**src/rtl/trip1_pkg.sv**
```systemverilog
`default_nettype none
// ----------------------------------------------------------------------------
// trip1_pkg
// Shared widths, codes and stage types of the P1 triangle gradients pipeline.
// ----------------------------------------------------------------------------
package trip1_pkg;

    localparam int COORD_BITS = 16;
    localparam int FRAC_BITS  = 24;

    // Port widths of the fields.
    localparam int IN_W     = 16;
    localparam int THRESH_W = 34;
    localparam int AREA_W   = 35;
    localparam int GRAD_W   = 42;

    localparam int LANES  = 6;
    localparam int DIFF_W = COORD_BITS + 1;
    localparam int PROD_W = 2 * DIFF_W;
    localparam int D_W    = PROD_W + 1;
    localparam int MAG_W  = 2 * COORD_BITS + 2;
    localparam int NUM_W  = COORD_BITS;
    localparam int DVD_W  = NUM_W + FRAC_BITS;
    localparam int CMP_W  = (MAG_W > THRESH_W) ? MAG_W : THRESH_W;

    localparam logic [1:0] ORIENT_CCW   = 2'd0;
    localparam logic [1:0] ORIENT_CW    = 2'd1;
    localparam logic [1:0] ORIENT_DEGEN = 2'd2;

    typedef struct packed {
        logic [1:0]              orient;
        logic                    degen;
        logic signed [D_W-1:0]   area;
        logic [LANES-1:0]        neg;
    } meta_t;

    typedef struct packed {
        logic                              valid;
        meta_t                             meta;
        logic [MAG_W-1:0]                  divisor;
        logic [LANES-1:0][NUM_W-1:0]       num;
    } div_in_t;

    typedef struct packed {
        logic                              valid;
        meta_t                             meta;
        logic [LANES-1:0][DVD_W-1:0]       quo;
    } div_out_t;

endpackage
`default_nettype wire

```
**src/rtl/trip1_front.sv**
```systemverilog
`default_nettype none
// ----------------------------------------------------------------------------
// trip1_front
// Differences, cross product, classification and operand magnitudes.
// ----------------------------------------------------------------------------
module trip1_front (
    input  wire logic                          aclk,
    input  wire logic                          aresetn,
    input  wire logic                          adv,
    input  wire logic                          in_valid,
    input  wire logic [trip1_pkg::IN_W-1:0]    ax,
    input  wire logic [trip1_pkg::IN_W-1:0]    ay,
    input  wire logic [trip1_pkg::IN_W-1:0]    bx,
    input  wire logic [trip1_pkg::IN_W-1:0]    by,
    input  wire logic [trip1_pkg::IN_W-1:0]    cx,
    input  wire logic [trip1_pkg::IN_W-1:0]    cy,
    input  wire logic [trip1_pkg::THRESH_W-1:0] thresh,
    output trip1_pkg::div_in_t                 div_in
);
    import trip1_pkg::*;

    logic signed [DIFF_W-1:0] sax, say, sbx, sby, scx, scy;

    // stage 1: edge differences
    logic                                 v1_reg;
    logic signed [DIFF_W-1:0]             e1x_reg, e1y_reg, e2x_reg, e2y_reg;
    logic signed [LANES-1:0][DIFF_W-1:0]  g1_reg;
    // stage 2: products
    logic                                 v2_reg;
    logic signed [PROD_W-1:0]             p1_reg, p2_reg;
    logic signed [LANES-1:0][DIFF_W-1:0]  g2_reg;
    // stage 3: cross product
    logic                                 v3_reg;
    logic signed [D_W-1:0]                d3_reg;
    logic signed [LANES-1:0][DIFF_W-1:0]  g3_reg;
    // stage 4: classification
    div_in_t                              s4_reg;

    logic signed [D_W-1:0]        d_neg;
    logic [MAG_W-1:0]             mag;
    logic                         degen;
    div_in_t                      s4_next;
    logic signed [DIFF_W-1:0]     gn;

    assign sax = DIFF_W'($signed(ax[COORD_BITS-1:0]));
    assign say = DIFF_W'($signed(ay[COORD_BITS-1:0]));
    assign sbx = DIFF_W'($signed(bx[COORD_BITS-1:0]));
    assign sby = DIFF_W'($signed(by[COORD_BITS-1:0]));
    assign scx = DIFF_W'($signed(cx[COORD_BITS-1:0]));
    assign scy = DIFF_W'($signed(cy[COORD_BITS-1:0]));

    always_ff @(posedge aclk) begin
        if (!aresetn) begin
            v1_reg    <= 1'b0;
            v2_reg    <= 1'b0;
            v3_reg    <= 1'b0;
            s4_reg.valid <= 1'b0;
        end else if (adv) begin
            v1_reg    <= in_valid;
            v2_reg    <= v1_reg;
            v3_reg    <= v2_reg;
            s4_reg.valid <= s4_next.valid;
        end
        if (adv) begin
            e1x_reg   <= sbx - sax;
            e1y_reg   <= scy - say;
            e2x_reg   <= scx - sax;
            e2y_reg   <= sby - say;
            g1_reg[0] <= sby - scy;
            g1_reg[1] <= scx - sbx;
            g1_reg[2] <= scy - say;
            g1_reg[3] <= sax - scx;
            g1_reg[4] <= say - sby;
            g1_reg[5] <= sbx - sax;
            p1_reg    <= e1x_reg * e1y_reg;
            p2_reg    <= e2x_reg * e2y_reg;
            g2_reg    <= g1_reg;
            d3_reg    <= D_W'(p1_reg) - D_W'(p2_reg);
            g3_reg    <= g2_reg;
            s4_reg.meta    <= s4_next.meta;
            s4_reg.divisor <= s4_next.divisor;
            s4_reg.num     <= s4_next.num;
        end
    end

    always_comb begin
        d_neg = -d3_reg;
        mag   = d3_reg[D_W-1] ? MAG_W'(d_neg) : MAG_W'(d3_reg);
        degen = CMP_W'(mag) <= CMP_W'(thresh);
        s4_next = '0;
        s4_next.valid       = v3_reg;
        s4_next.meta.degen  = degen;
        s4_next.meta.area   = d3_reg;
        s4_next.meta.orient = degen ? ORIENT_DEGEN :
                              (d3_reg[D_W-1] ? ORIENT_CW : ORIENT_CCW);
        s4_next.divisor     = mag;
        for (int l = 0; l < LANES; l++) begin
            gn = -g3_reg[l];
            s4_next.num[l]      = g3_reg[l][DIFF_W-1] ? NUM_W'(gn) : NUM_W'(g3_reg[l]);
            s4_next.meta.neg[l] = g3_reg[l][DIFF_W-1] ^ d3_reg[D_W-1];
        end
    end

    assign div_in = s4_reg;

endmodule
`default_nettype wire

```
**config.mk**
```make
export PLATFORM = sky130hd
export DESIGN_NAME = trip1_front
export DESIGN_NICKNAME = d
export VERILOG_FILES = /design/src/rtl/trip1_pkg.sv /design/src/rtl/trip1_front.sv
export SDC_FILE = /design/constraint.sdc
export NUM_CORES = 2
export LEC_CHECK = 0
export BUFFER_PORTS_ARGS = -buffer_cell sky130_fd_sc_hd__buf_2
export CAP_MARGIN = 25
export CORE_MARGIN = 4
export CORE_UTILIZATION = 55
export DETAILED_ROUTE_END_ITERATION = 6
export GPL_TIMING_DRIVEN = 1
export HOLD_SLACK_MARGIN = 0.03
export PLACE_DENSITY = 0.81
export SYNTH_ARGS = -nofsm -noshare
export SYNTH_HDL_FRONTEND = slang
export SYNTH_SLANG_ARGS = --single-unit
```
**constraint.sdc**
```tcl
create_clock -name aclk -period 6.02 [get_ports aclk]
set_clock_uncertainty 0.1 [all_clocks]
set_input_delay 0.602 -clock aclk [delete_from_list [all_inputs] [get_ports aclk]]
set_output_delay 0.602 -clock aclk [all_outputs]
set_load 0.01 [all_outputs]
```
==> out/qor.yml <==
route:
  drtAntennaViolNets: 0
  drtIter0Drc: 2444
  drc: 0
  wl_per_cell_um: 19.2
  vias_per_cell: 5.45
  first_pass_iters: 7
  wirelength_um: 127000
  num_vias: 36000
synth:
  syn_nets: 5729
  postSynthCellCount: 4621
  async_flop_share_pct: 0
  syn_area_um2: 51300
  ys_types: 71
  synth_warnings: 0
  yosysSeqAreaShare_pct: 36.1
  synth-seq-cells: 618
  synth_edf_count: 614
  ys.flop_type: "edfxtp_1"
  synth_area_per_cell_um2: 11.1
global_route:
  grtUsageTotal_pct: 25.7
  antenna_found_initial: 6
  grt_max_degree: 148
  grt_pass1_vias: 38000
  grt_overflow: 0
  grt_pass1_wl_um: 198000
outcome:
  status: "finished with violations"
  violations: "setup timing"
critical_path:
  crit_path_frequent_cell: "fa_1"
  crit_path_end_kind: "register"
  critPathRequiredTime_ns: 6.29
  start_kind: "register"
  cp-startpoint: "e2x_reg[5]"
  critPathKind: "register to register"
  path_delay_family: "adder cells"
  cp_data_arrival_time_ns: 6.63
  slowest_stage: "fa_1"
  critPathMaxFanout: 4
  worstPathBufferInverterCount: 9
  worst_r2r_startpoint: "e2x_reg[5]"
  max_stage_delay_ns: 0.54
cells_and_area:
  seqCellArea_um2: 18500
  postLayoutCellArea_um2: 60600
  fillers: 6675
  area_growth_pct: 18.0
  largest_reg_flops: 174
  multi_input_area_um2: 30000
  nets: 6424
  fin_util_pct: 65.8
  drive_above_1_share_pct: 18.6
die:
  die-width_um: 313
  num_rows: 111
  ioPinCount: 309
  fp.dieH_um: 313
  coreArea_um2: 92100
  dieArea_um2: 98300
  start_util_pct: 55.7
timing:
  timing_hold_violations_final: 0
  setup_slack_ns: -0.337
  max_freq_mhz: 157
  relSlewSlack_pct: 30.2
  worst_pin_slew_ns: 1.05
  rsz0062_at_grt: "yes"
  tns_ns: -3.28
  period_share_pct: 106
  setup_violations: 19
  layout_min_cycle_time_ns: 6.36
  slew_violations: 0
clocking:
  cts.sinks: 618
  clkTransAtPathRegs_ns: 0.06
  tritoncts: "yes"
  clock_path_buffers: 3
  cts_root_buffer: "clkbuf_16"
  numCtsBuffers: 69
  clock_latency_ns: 0.64
  cts-htree-levels: 3
place:
  dp_hpwl_um: 99300
  dpl_cell_area_um2: 56900
  port_buffers: 308
  gp_congestion: 0.948
min_path:
  min_path_type: "primary input to register"
  min_from: "aresetn"
run:
  cap_violations: 0
==> metrics by stage <==
| stage | setup WS, ns | hold slack, ns | std cells |
|---|---|---|---|
| floorplan | -0.148 | 0.300 | 4621 |
| global placement | -0.358 | 0.301 | 6411 |
| detailed placement | -0.433 | 0.305 | 6411 |
| CTS | -0.223 | 0.0907 | 6565 |
| global route | -0.489 | 0.134 | 6616 |
| finish | -0.337 | 0.136 | 6617 |
==> Yosys cell counts (22+ instances only) <==
library cell  count  area (µm²)
a21o_1           91         683
nand2b_1         35         219
nand3_1          42         210
clkbuf_1        100         375
or3_1            22         138
o21a_1           30         225
o21ai_0         138         691
nand2_1         398        1490
ha_1            373        4670
xnor2_1         232        2030
inv_1           854        3210
and2_1          303        1900
nor3_1           48         240
a21oi_1         129         646
nor2b_1          43         269
fa_1            601       12000
nor2_1          170         638
and3_1           26         163
or4_1            22         165
o31ai_1          35         263
xor2_1           67         587
edfxtp_1        614       18400
==> final cells by class <==
type,count,share of cell area [%]
multi-input combinational,3041,49.5
sequential,618,30.6
timing repair buffer,732,8.49
inverter,854,5.29
clock buffer,84,3.03
tap,1243,2.57
clock inverter,40,0.566
antenna,5,0.0207
==> logic make-up (layout without fill, tap and decap cells) <==
group / after synthesis / count (layout) / synth area share [%]
AO/OA/AOI/OAI: 601 / 601 / 7.78
XOR/XNOR: 299 / 299 / 5.10
adder cells (fa/ha/maj): 974 / 974 / 32.5
buffers and inverters: 962 / 1710 / 7.04
flip-flops: 618 / 618 / 36.1
multiplexers: 6 / 6 / 0.119
other: 0 / 5 / 0
AND/OR/NAND/NOR: 1161 / 1161 / 11.3
==> placed cells by master, fill, tap and decap left out, types with 51 or more instances in the layout <==
cell type  netlist  routed
nand2_1        398     388
edfxtp_1       614     614
clkbuf_16        0      72
o21ai_0        138     124
ha_1           373     353
xnor2_1        232     227
buf_2            0     307
fa_1           601     582
buf_6            0      51
a21o_1          91      91
buf_4            1     356
nor2_1         170     167
a21oi_1        129     113
xor2_1          67      66
inv_1          854     836
and2_1         303     287
==> worst paths after layout <==
path	slack [ns]	cells past startpoint	to
worst max-delay path	-0.34	25	p2_reg[32]
worst min-delay path	0.14	2	div_in[174]
worst max register to register	-0.34	25	p2_reg[32]
worst min register to register	0.31	0	g3_reg[84]
==> routing by layer <==
layer / global-route usage (%) / vias up / wire length (µm)
li1: - / 16500 / -
met1: 31.7 / 17800 / 48600
met2: 44.2 / 1299 / 62300
met3: 4.50 / 382 / 8940
met4: 12.5 / 2 / 7280
met5: 0 / - / 13
==> repair_timing <==
action	CTS	global route
pin swaps	77	75
hold buffers	0	0
setup endpoints to repair	24	31
gates cloned	0	1
resized for setup	92	125
setup buffers	32	47
Power is not shown: default switching activity piles up to over one toggle a cycle in this logic, so the estimate is an artifact.
